## src/sv/tksi_pkg.sv

```systemverilog
package tksi_pkg;

  localparam int unsigned DEPTH_DEFAULT = 10;

  typedef enum logic [1:0] {
    REQ_INSERT = 2'd0,
    REQ_READ   = 2'd1,
    REQ_CLEAR  = 2'd2
  } req_e;

  // Commands from the controller to the datapath; at most one is high per cycle.
  typedef struct packed {
    logic capture;
    logic start_scan;
    logic start_read;
    logic scan_step;
    logic place_zero;
    logic finish_read;
    logic finish_simple;
    logic push;
  } cmd_t;

  typedef struct packed {
    logic [1:0] req_type;
    logic       fill_zero;
    logic       read_hit;
    logic       scan_greater;
    logic       cur_zero;
    logic       out_free;
  } stat_t;

endpackage

```

## src/sv/tksi_ctrl.sv

```systemverilog
module tksi_ctrl (
  input  logic            clk_i,
  input  logic            rst_ni,
  input  logic            in_valid_i,
  output logic            in_stall_o,
  input  tksi_pkg::stat_t stat_i,
  output tksi_pkg::cmd_t  cmd_o
);
  import tksi_pkg::*;

  typedef enum logic [5:0] {
    S_IDLE   = 6'b000001,
    S_DECODE = 6'b000010,
    S_SCAN   = 6'b000100,
    S_PLACE  = 6'b001000,
    S_RDWAIT = 6'b010000,
    S_DONE   = 6'b100000
  } state_e;

  state_e state_q, state_d;

  always_ff @(posedge clk_i or negedge rst_ni) begin
    if (!rst_ni) begin
      state_q <= S_IDLE;
    end else begin
      state_q <= state_d;
    end
  end

  assign in_stall_o = (state_q != S_IDLE);

  always_comb begin
    state_d = state_q;
    cmd_o   = '0;
    case (state_q)
      S_IDLE: begin
        if (in_valid_i) begin
          cmd_o.capture = 1'b1;
          state_d       = S_DECODE;
        end
      end
      S_DECODE: begin
        case (stat_i.req_type)
          REQ_INSERT: begin
            if (stat_i.fill_zero) begin
              cmd_o.place_zero = 1'b1;
              state_d          = S_DONE;
            end else begin
              cmd_o.start_scan = 1'b1;
              state_d          = S_SCAN;
            end
          end
          REQ_READ: begin
            if (stat_i.read_hit) begin
              cmd_o.start_read = 1'b1;
              state_d          = S_RDWAIT;
            end else begin
              cmd_o.finish_simple = 1'b1;
              state_d             = S_DONE;
            end
          end
          default: begin
            cmd_o.finish_simple = 1'b1;
            state_d             = S_DONE;
          end
        endcase
      end
      S_SCAN: begin
        // The walk runs from the bottom of the list towards the top.
        cmd_o.scan_step = 1'b1;
        if (stat_i.scan_greater) begin
          state_d = S_DONE;
        end else if (stat_i.cur_zero) begin
          state_d = S_PLACE;
        end
      end
      S_PLACE: begin
        cmd_o.place_zero = 1'b1;
        state_d          = S_DONE;
      end
      S_RDWAIT: begin
        cmd_o.finish_read = 1'b1;
        state_d           = S_DONE;
      end
      S_DONE: begin
        if (stat_i.out_free) begin
          cmd_o.push = 1'b1;
          state_d    = S_IDLE;
        end
      end
      default: begin
        state_d = S_IDLE;
      end
    endcase
  end

endmodule

```

## src/sv/tksi_dpath.sv

```systemverilog
module tksi_dpath #(
  parameter int unsigned DEPTH = tksi_pkg::DEPTH_DEFAULT
) (
  input  logic               clk_i,
  input  logic               rst_ni,
  input  tksi_pkg::cmd_t     cmd_i,
  output tksi_pkg::stat_t    stat_o,
  input  logic [1:0]         req_type_i,
  input  logic signed [31:0] new_score_i,
  input  logic [31:0]        player_tag_i,
  input  logic [3:0]         read_index_i,
  input  logic               out_stall_i,
  output logic               out_valid_o,
  output logic               accepted_o,
  output logic [3:0]         insert_position_o,
  output logic [3:0]         count_now_o,
  output logic signed [31:0] entry_score_o,
  output logic [31:0]        entry_tag_o,
  output logic               entry_valid_o
);
  import tksi_pkg::*;

  localparam int unsigned AW   = (DEPTH > 1) ? $clog2(DEPTH) : 1;
  localparam int unsigned CW   = $clog2(DEPTH + 1);
  localparam int unsigned CMPW = (CW > 4) ? CW : 4;

  logic [1:0]         req_q;
  logic signed [31:0] score_q;
  logic [31:0]        tag_q;
  logic [3:0]         ridx_q;

  logic [AW-1:0] cur_q, cur_d;
  logic [CW-1:0] fill_q, fill_d;

  logic signed [31:0] score_mem [DEPTH];
  logic [31:0]        tag_mem [DEPTH];
  logic [AW-1:0]      rd_addr;
  logic               wr_en;
  logic [AW-1:0]      wr_addr;
  logic signed [31:0] wr_score;
  logic [31:0]        wr_tag;
  logic signed [31:0] rd_score_q;
  logic [31:0]        rd_tag_q;

  logic               pend_acc_q, pend_acc_d;
  logic [AW-1:0]      pend_pos_q, pend_pos_d;
  logic signed [31:0] pend_score_q, pend_score_d;
  logic [31:0]        pend_tag_q, pend_tag_d;
  logic               pend_valid_q, pend_valid_d;

  logic               out_valid_q;
  logic               out_acc_q;
  logic [3:0]         out_pos_q;
  logic [3:0]         out_cnt_q;
  logic signed [31:0] out_score_q;
  logic [31:0]        out_tag_q;
  logic               out_evalid_q;

  logic            cur_last;
  logic            cur_zero;
  logic            greater;
  logic            fill_room;
  logic [CMPW-1:0] ridx_ext;
  logic [CMPW-1:0] fill_ext;
  logic            out_free;

  assign cur_last  = (cur_q == AW'(DEPTH - 1));
  assign cur_zero  = (cur_q == '0);
  assign greater   = (rd_score_q > score_q);
  assign fill_room = (fill_q < CW'(DEPTH));
  assign ridx_ext  = CMPW'(ridx_q);
  assign fill_ext  = CMPW'(fill_q);
  assign out_free  = !out_valid_q || !out_stall_i;

  assign stat_o.req_type     = req_q;
  assign stat_o.fill_zero    = (fill_q == '0);
  assign stat_o.read_hit     = (ridx_ext < fill_ext);
  assign stat_o.scan_greater = greater;
  assign stat_o.cur_zero     = cur_zero;
  assign stat_o.out_free     = out_free;

  always_comb begin
    cur_d        = cur_q;
    fill_d       = fill_q;
    rd_addr      = cur_q;
    wr_en        = 1'b0;
    wr_addr      = cur_q + AW'(1);
    wr_score     = rd_score_q;
    wr_tag       = rd_tag_q;
    pend_acc_d   = pend_acc_q;
    pend_pos_d   = pend_pos_q;
    pend_score_d = pend_score_q;
    pend_tag_d   = pend_tag_q;
    pend_valid_d = pend_valid_q;

    if (cmd_i.start_scan) begin
      cur_d   = AW'(fill_q - CW'(1));
      rd_addr = AW'(fill_q - CW'(1));
    end

    if (cmd_i.start_read) begin
      rd_addr = AW'(ridx_ext);
    end

    if (cmd_i.scan_step) begin
      if (greater) begin
        // Everything above this entry is greater too, so the new entry goes just below it.
        pend_valid_d = 1'b0;
        pend_score_d = '0;
        pend_tag_d   = '0;
        if (!cur_last) begin
          wr_en      = 1'b1;
          wr_score   = score_q;
          wr_tag     = tag_q;
          pend_acc_d = 1'b1;
          pend_pos_d = cur_q + AW'(1);
          if (fill_room) begin
            fill_d = fill_q + CW'(1);
          end
        end else begin
          pend_acc_d = 1'b0;
          pend_pos_d = '0;
        end
      end else begin
        // Move this entry down one rank; the last entry of a full list drops out.
        wr_en   = !cur_last;
        cur_d   = cur_q - AW'(1);
        rd_addr = cur_q - AW'(1);
      end
    end

    if (cmd_i.place_zero) begin
      wr_en        = 1'b1;
      wr_addr      = '0;
      wr_score     = score_q;
      wr_tag       = tag_q;
      pend_acc_d   = 1'b1;
      pend_pos_d   = '0;
      pend_valid_d = 1'b0;
      pend_score_d = '0;
      pend_tag_d   = '0;
      if (fill_room) begin
        fill_d = fill_q + CW'(1);
      end
    end

    if (cmd_i.finish_read) begin
      pend_acc_d   = 1'b0;
      pend_pos_d   = '0;
      pend_valid_d = 1'b1;
      pend_score_d = rd_score_q;
      pend_tag_d   = rd_tag_q;
    end

    if (cmd_i.finish_simple) begin
      pend_acc_d   = 1'b0;
      pend_pos_d   = '0;
      pend_valid_d = 1'b0;
      pend_score_d = '0;
      pend_tag_d   = '0;
      if (req_q == REQ_CLEAR) begin
        fill_d = '0;
      end
    end
  end

  always_ff @(posedge clk_i) begin
    if (wr_en) begin
      score_mem[wr_addr] <= wr_score;
      tag_mem[wr_addr]   <= wr_tag;
    end
    rd_score_q <= score_mem[rd_addr];
    rd_tag_q   <= tag_mem[rd_addr];
  end

  always_ff @(posedge clk_i) begin
    if (cmd_i.capture) begin
      req_q   <= req_type_i;
      score_q <= new_score_i;
      tag_q   <= player_tag_i;
      ridx_q  <= read_index_i;
    end
    cur_q        <= cur_d;
    pend_acc_q   <= pend_acc_d;
    pend_pos_q   <= pend_pos_d;
    pend_score_q <= pend_score_d;
    pend_tag_q   <= pend_tag_d;
    pend_valid_q <= pend_valid_d;
    if (cmd_i.push) begin
      out_acc_q    <= pend_acc_q;
      out_pos_q    <= 4'(pend_pos_q);
      out_cnt_q    <= 4'(fill_q);
      out_score_q  <= pend_score_q;
      out_tag_q    <= pend_tag_q;
      out_evalid_q <= pend_valid_q;
    end
  end

  always_ff @(posedge clk_i or negedge rst_ni) begin
    if (!rst_ni) begin
      fill_q      <= '0;
      out_valid_q <= 1'b0;
    end else begin
      fill_q <= fill_d;
      if (cmd_i.push) begin
        out_valid_q <= 1'b1;
      end else if (!out_stall_i) begin
        out_valid_q <= 1'b0;
      end
    end
  end

  assign out_valid_o       = out_valid_q;
  assign accepted_o        = out_acc_q;
  assign insert_position_o = out_pos_q;
  assign count_now_o       = out_cnt_q;
  assign entry_score_o     = out_score_q;
  assign entry_tag_o       = out_tag_q;
  assign entry_valid_o     = out_evalid_q;

endmodule

```

## src/sv/top_k_sorted_insert_unit.sv

```systemverilog
// An insert walks the list from the bottom entry towards rank 0, at most DEPTH entries, and
// ends in a separate placement state when the score lands at rank 0 of a list that was not
// empty. One request is in work at a time; the next is taken the cycle after the result is
// registered. The walk makes one read and at most one write per cycle.
// Reset clears the entry count and control state only; list entries are not cleared.
module top_k_sorted_insert_unit #(
  parameter int unsigned DEPTH = tksi_pkg::DEPTH_DEFAULT
) (
  input  logic               clk_i,
  input  logic               rst_ni,
  input  logic               in_valid_i,
  output logic               in_stall_o,
  input  logic [1:0]         req_type_i,
  input  logic signed [31:0] new_score_i,
  input  logic [31:0]        player_tag_i,
  input  logic [3:0]         read_index_i,
  output logic               out_valid_o,
  input  logic               out_stall_i,
  output logic               accepted_o,
  output logic [3:0]         insert_position_o,
  output logic [3:0]         count_now_o,
  output logic signed [31:0] entry_score_o,
  output logic [31:0]        entry_tag_o,
  output logic               entry_valid_o
);
  import tksi_pkg::*;

  cmd_t  cmd;
  stat_t stat;

  tksi_ctrl u_ctrl (
    .clk_i      (clk_i),
    .rst_ni     (rst_ni),
    .in_valid_i (in_valid_i),
    .in_stall_o (in_stall_o),
    .stat_i     (stat),
    .cmd_o      (cmd)
  );

  tksi_dpath #(
    .DEPTH (DEPTH)
  ) u_dpath (
    .clk_i             (clk_i),
    .rst_ni            (rst_ni),
    .cmd_i             (cmd),
    .stat_o            (stat),
    .req_type_i        (req_type_i),
    .new_score_i       (new_score_i),
    .player_tag_i      (player_tag_i),
    .read_index_i      (read_index_i),
    .out_stall_i       (out_stall_i),
    .out_valid_o       (out_valid_o),
    .accepted_o        (accepted_o),
    .insert_position_o (insert_position_o),
    .count_now_o       (count_now_o),
    .entry_score_o     (entry_score_o),
    .entry_tag_o       (entry_tag_o),
    .entry_valid_o     (entry_valid_o)
  );

endmodule

```

## config.mk

```make
export PLATFORM = sky130hd
export DESIGN_NAME = top_k_sorted_insert_unit
export DESIGN_NICKNAME = d
export VERILOG_FILES = /design/src/sv/tksi_pkg.sv /design/src/sv/tksi_ctrl.sv /design/src/sv/tksi_dpath.sv /design/src/sv/top_k_sorted_insert_unit.sv
export SDC_FILE = /design/constraint.sdc
export NUM_CORES = 1
export LEC_CHECK = 0
export ABC_AREA = 1
export BUFFER_PORTS_ARGS = -buffer_cell sky130_fd_sc_hd__buf_4
export CAP_MARGIN = 40
export CORE_UTILIZATION = 40
export DETAILED_ROUTE_END_ITERATION = 8
export SYNTH_ARGS = -nofsm -noshare
export SYNTH_HDL_FRONTEND = slang
export SYNTH_SLANG_ARGS = --single-unit
export TNS_END_PERCENT = 30
```

## constraint.sdc

```tcl
create_clock -name clk_i -period 7.8 [get_ports clk_i]
set_input_delay 0.78 -clock clk_i [delete_from_list [all_inputs] [get_ports clk_i]]
set_output_delay 0.78 -clock clk_i [all_outputs]
set_load 0.01 [all_outputs]
```

==> run_results.csv <==
group,metric,value,unit
yosys,avgSynthCellArea,11.03,um^2
floorplan,start_util,40.34,%
clocking,clk_pin_slew,60,ps
global_route,track_usage,18.86,%
floorplan,core,0.09487,mm^2
yosys,synth.distinct_cells,41,
worst_setup_path,crit_type,"reg -> reg",
clocking,cts_inserted_buffers,98,
drt,first_pass_iters,7,
drt,drc,0,
worst_setup_path,r2r_slack,2770,ps
worst_setup_path,reg2reg_depth,17,
drt,ant_nets,0,
clocking,cts_tree,"built",
timing,slew_headroom,31.03,%
yosys,synth_top_family_by_area,"simple AND/OR/NAND/NOR gates",
drt,routed_wl,92610,um
global_route,grt_max_degree,190,
timing,final_hold_viol_count,0,
yosys,synthAdderAreaFrac,1.341,%
worst_setup_path,regToRegStartpoint,"u_dpath.score_q[31]",
yosys,synthMuxAreaShare,0,%
timing,finalSetupViolCount,0,
hold_path,worstHoldPathCells,1,
yosys,synth_compound_area_share,3.207,%
run,maxCapViolations,0,
global_route,antenna_found_initial,2,
worst_setup_path,crit_required,8410,ps
yosys,ys_seq_elements,933,
worst_setup_path,crit_path_max_fanout,71,
final_layout,fin_area,0.04399,mm^2
global_route,grt_pass1_wl,140300,um
worst_setup_path,worstReg2RegEnd,"u_dpath.rd_tag_q[25]",
hold_path,min_from,"req_type_i[1]",
timing,fmax,0.1987,GHz
final_layout,area_growth,14.96,%
clocking,h-tree-depth,3,
worst_setup_path,critPathArrivalTime,5640,ps
drt,drtIter0Drc,1939,
timing,finClkSkew,33.37,ps
clocking,clk_latency,680,ps
yosys,synthesis.instances,3470,
drt,vias,24553,
final_layout,fillers,8521,
timing,layout_worst_path_cycle_share,64.54,%
hold_path,min_path_type,"in -> reg",
yosys,netlist_area,0.03827,mm^2
yosys,yosysTopAreaCellShare,61.52,%
timing,final.setup.tns,0,ps
yosys,synth_warnings,0,
yosys,synthSimpleGateAreaFrac,17.83,%
place,dp_hpwl,49220,um
final_layout,drive_gt1_share,11.50,%
clocking,cts_num_sinks,933,
hold_path,worst_hold_path.endpoint,"u_dpath.req_q[1]",
yosys,synthTopCellsByArea,"edfxtp_1, nand3_1, nand2_1",
power,powerDensity,376.4,mW/mm^2
power,leakage,0.01800,uW
place,placed_area,0.04073,mm^2
yosys,yosysSeqAreaShare,69.46,%
final_layout,insertedDiodeCount,0,
timing,worst_pin_slew,1035,ps
final_layout,fin_cells,4961,
drt,drt-wirelength-per-cell,18.67,um
timing,rsz0062_at_grt,"false",
place,gp_congestion,0.7845,
timing,fin_crit,5034,ps
timing,final_max_slew_viol_count,0,
floorplan,ioPinCount,150,
power,max-vdd-ir-drop,0.2358,mV
floorplan,die_h,311.3,um
place,portBuffers,149,
clocking,clockRootBuffer,"clkbuf_16",
floorplan,die_w,311.3,um
floorplan,rows,113,
timing,hold-worst-slack,281.7,ps
global_route,grt_pass1_vias,23355,
global_route,overflow,0,
floorplan,die_area,0.09691,mm^2
yosys,yosys.area.top_type,"edfxtp_1",
status,status,"finished, final reports clean",
place,dp.cells,4773,
worst_setup_path,cp-end-kind,"register",
clocking,clk_path_buf_depth,3,
yosys,synthesis.nets,3585,
clocking,cts_setup_buffers,0,
drt,via_per_inst,4.949,
worst_setup_path,critPathLaunchType,"register",
yosys,synth_xor_area_share,0.1373,%
final_layout,nNetsFinal,3726,
==> cells by family (layout without fill, tap and decap cells) <==
| kind of cell | Yosys count | count (layout) |
|---|---|---|
| AOI/OAI and AO/OA | 207 | 207 |
| xor gates and xnor gates | 6 | 6 |
| and+or+nand+nor | 1567 | 1567 |
| DFF | 933 | 933 |
| adders and majority gates | 41 | 41 |
| buffers and inverters | 716 | 942 |
==> how the worst max path moves through the flow <==
stage | slack (ps) | depth (start not counted) | start | to
2_1_floorplan | 1340 | 12 | u_dpath.fill_ext[0] | u_dpath.score_mem[2][0]
6_report | 2770 | 17 | u_dpath.score_q[31] | u_dpath.rd_tag_q[25]
4_1_cts | 2840 | 17 | u_dpath.score_q[31] | u_dpath.rd_tag_q[25]
3_3_place_gp | 2850 | 17 | u_dpath.score_q[31] | u_dpath.rd_tag_q[28]
3_5_place_dp | 2870 | 17 | u_dpath.score_q[31] | u_dpath.rd_tag_q[25]
5_1_grt | 2520 | 18 | u_dpath.score_q[31] | u_dpath.rd_tag_q[4]
==> synthesized netlist by cell type, drive strengths merged <==
cell type	n
a21o	1
nand4	9
clkbuf	31
or2	2
o21ai	46
o22ai	1
nand2	856
xnor2	1
a211oi	1
a21oi	87
dfstp	1
o31ai	1
nor3	7
nor4	1
dfrtp	10
inv	529
nand3b	1
ha	41
xor2	5
o21a	3
nor2	35
edfxtp	784
o211ai	66
a31oi	1
nand3	656
dfxtp	138
buf	155
clkinv	1
==> where the power goes <==
part / switching, uW / internal, uW / total (uW) / leakage, uW
Sequential: 312 / 6660 / 6980 / 0.00837
Clock: 1940 / 2710 / 4650 / 0.00160
Combinational: 3560 / 1380 / 4940 / 0.00803
Total: 5810 / 10800 / 16600 / 0.0180
==> routing by layer <==
layer / vias up / track usage [%] / routed length (um)
li1: 11920 / - / -
met1: 11828 / 25.87 / 41210
met2: 687 / 30.63 / 43310
met3: 118 / 3.214 / 6126
met4: 0 / 5.710 / 1962
met5: - / 0 / 0
==> sequential cells by signal, summed over array words and instances (netlist names), 6 cells and up <==
name	cells
u_dpath.score_mem	320
u_dpath.rd_tag_q	32
u_dpath.pend_tag_q	32
u_dpath.entry_score_o	32
u_ctrl.state_q	6
u_dpath.score_q	32
u_dpath.tag_mem	320
u_dpath.rd_score_q	32
u_dpath.tag_q	32
u_dpath.entry_tag_o	32
u_dpath.pend_score_q	32
==> stage by stage <==
stage | total power, uW | setup WS [ps] | utilization (%)
floorplan | 10440 | 1345 | -
global placement | 11860 | 2847 | 42.56
detailed placement | 12010 | 2872 | 42.94
CTS | 16680 | 2837 | 46.36
global route | 17480 | 2525 | 46.37
finish | 16560 | 2766 | 46.37
==> cell usage in the layout, fill, tap and decap left out, types with 7 or more instances in the layout <==
master	count
clkinv_1	9
nor2_4	10
clkbuf_8	13
nor2_1	24
edfxtp_1	784
a21oi_1	87
dfrtp_1	10
nand2_1	850
inv_1	519
clkinv_2	26
clkbuf_1	22
o21ai_0	43
dfxtp_1	138
buf_2	29
nand3_1	654
buf_4	185
ha_1	41
clkbuf_16	101
buf_12	7
o211ai_1	65
nand4_1	8
==> worst max-delay path: stages, from the launching register on <==
cell and delay [ps]:
edfxtp_1 330, inv_1 80, ha_1 420, nand2_1 110, nor2_1 140, nand2_1 160
nor2_2 350, nand4_1 350, nand3_2 320, nand2_4 130, nand2_1 130, nand2_4 340
inv_6 720, buf_4 810, nand3_1 150, nand3_1 120, nand3_1 130, nand2_1 120
==> repair_timing <==
action	CTS	global route
hold buffers	1	0
endpoints found under the hold margin	10	0
endpoints found under the setup margin	0	0
resized for setup	0	0
==> cell type report <==
class	count	area (um^2)	area share (%)
timing repair buffer	227	1822	4.141
multi-input combinational	1821	8767	19.93
sequential	933	26580	60.42
inverter	530	2001	4.548
clock inverter	49	449.2	1.021
tap	1265	1583	3.598
clock buffer	136	2789	6.340
(Power assumes the default switching activity.)
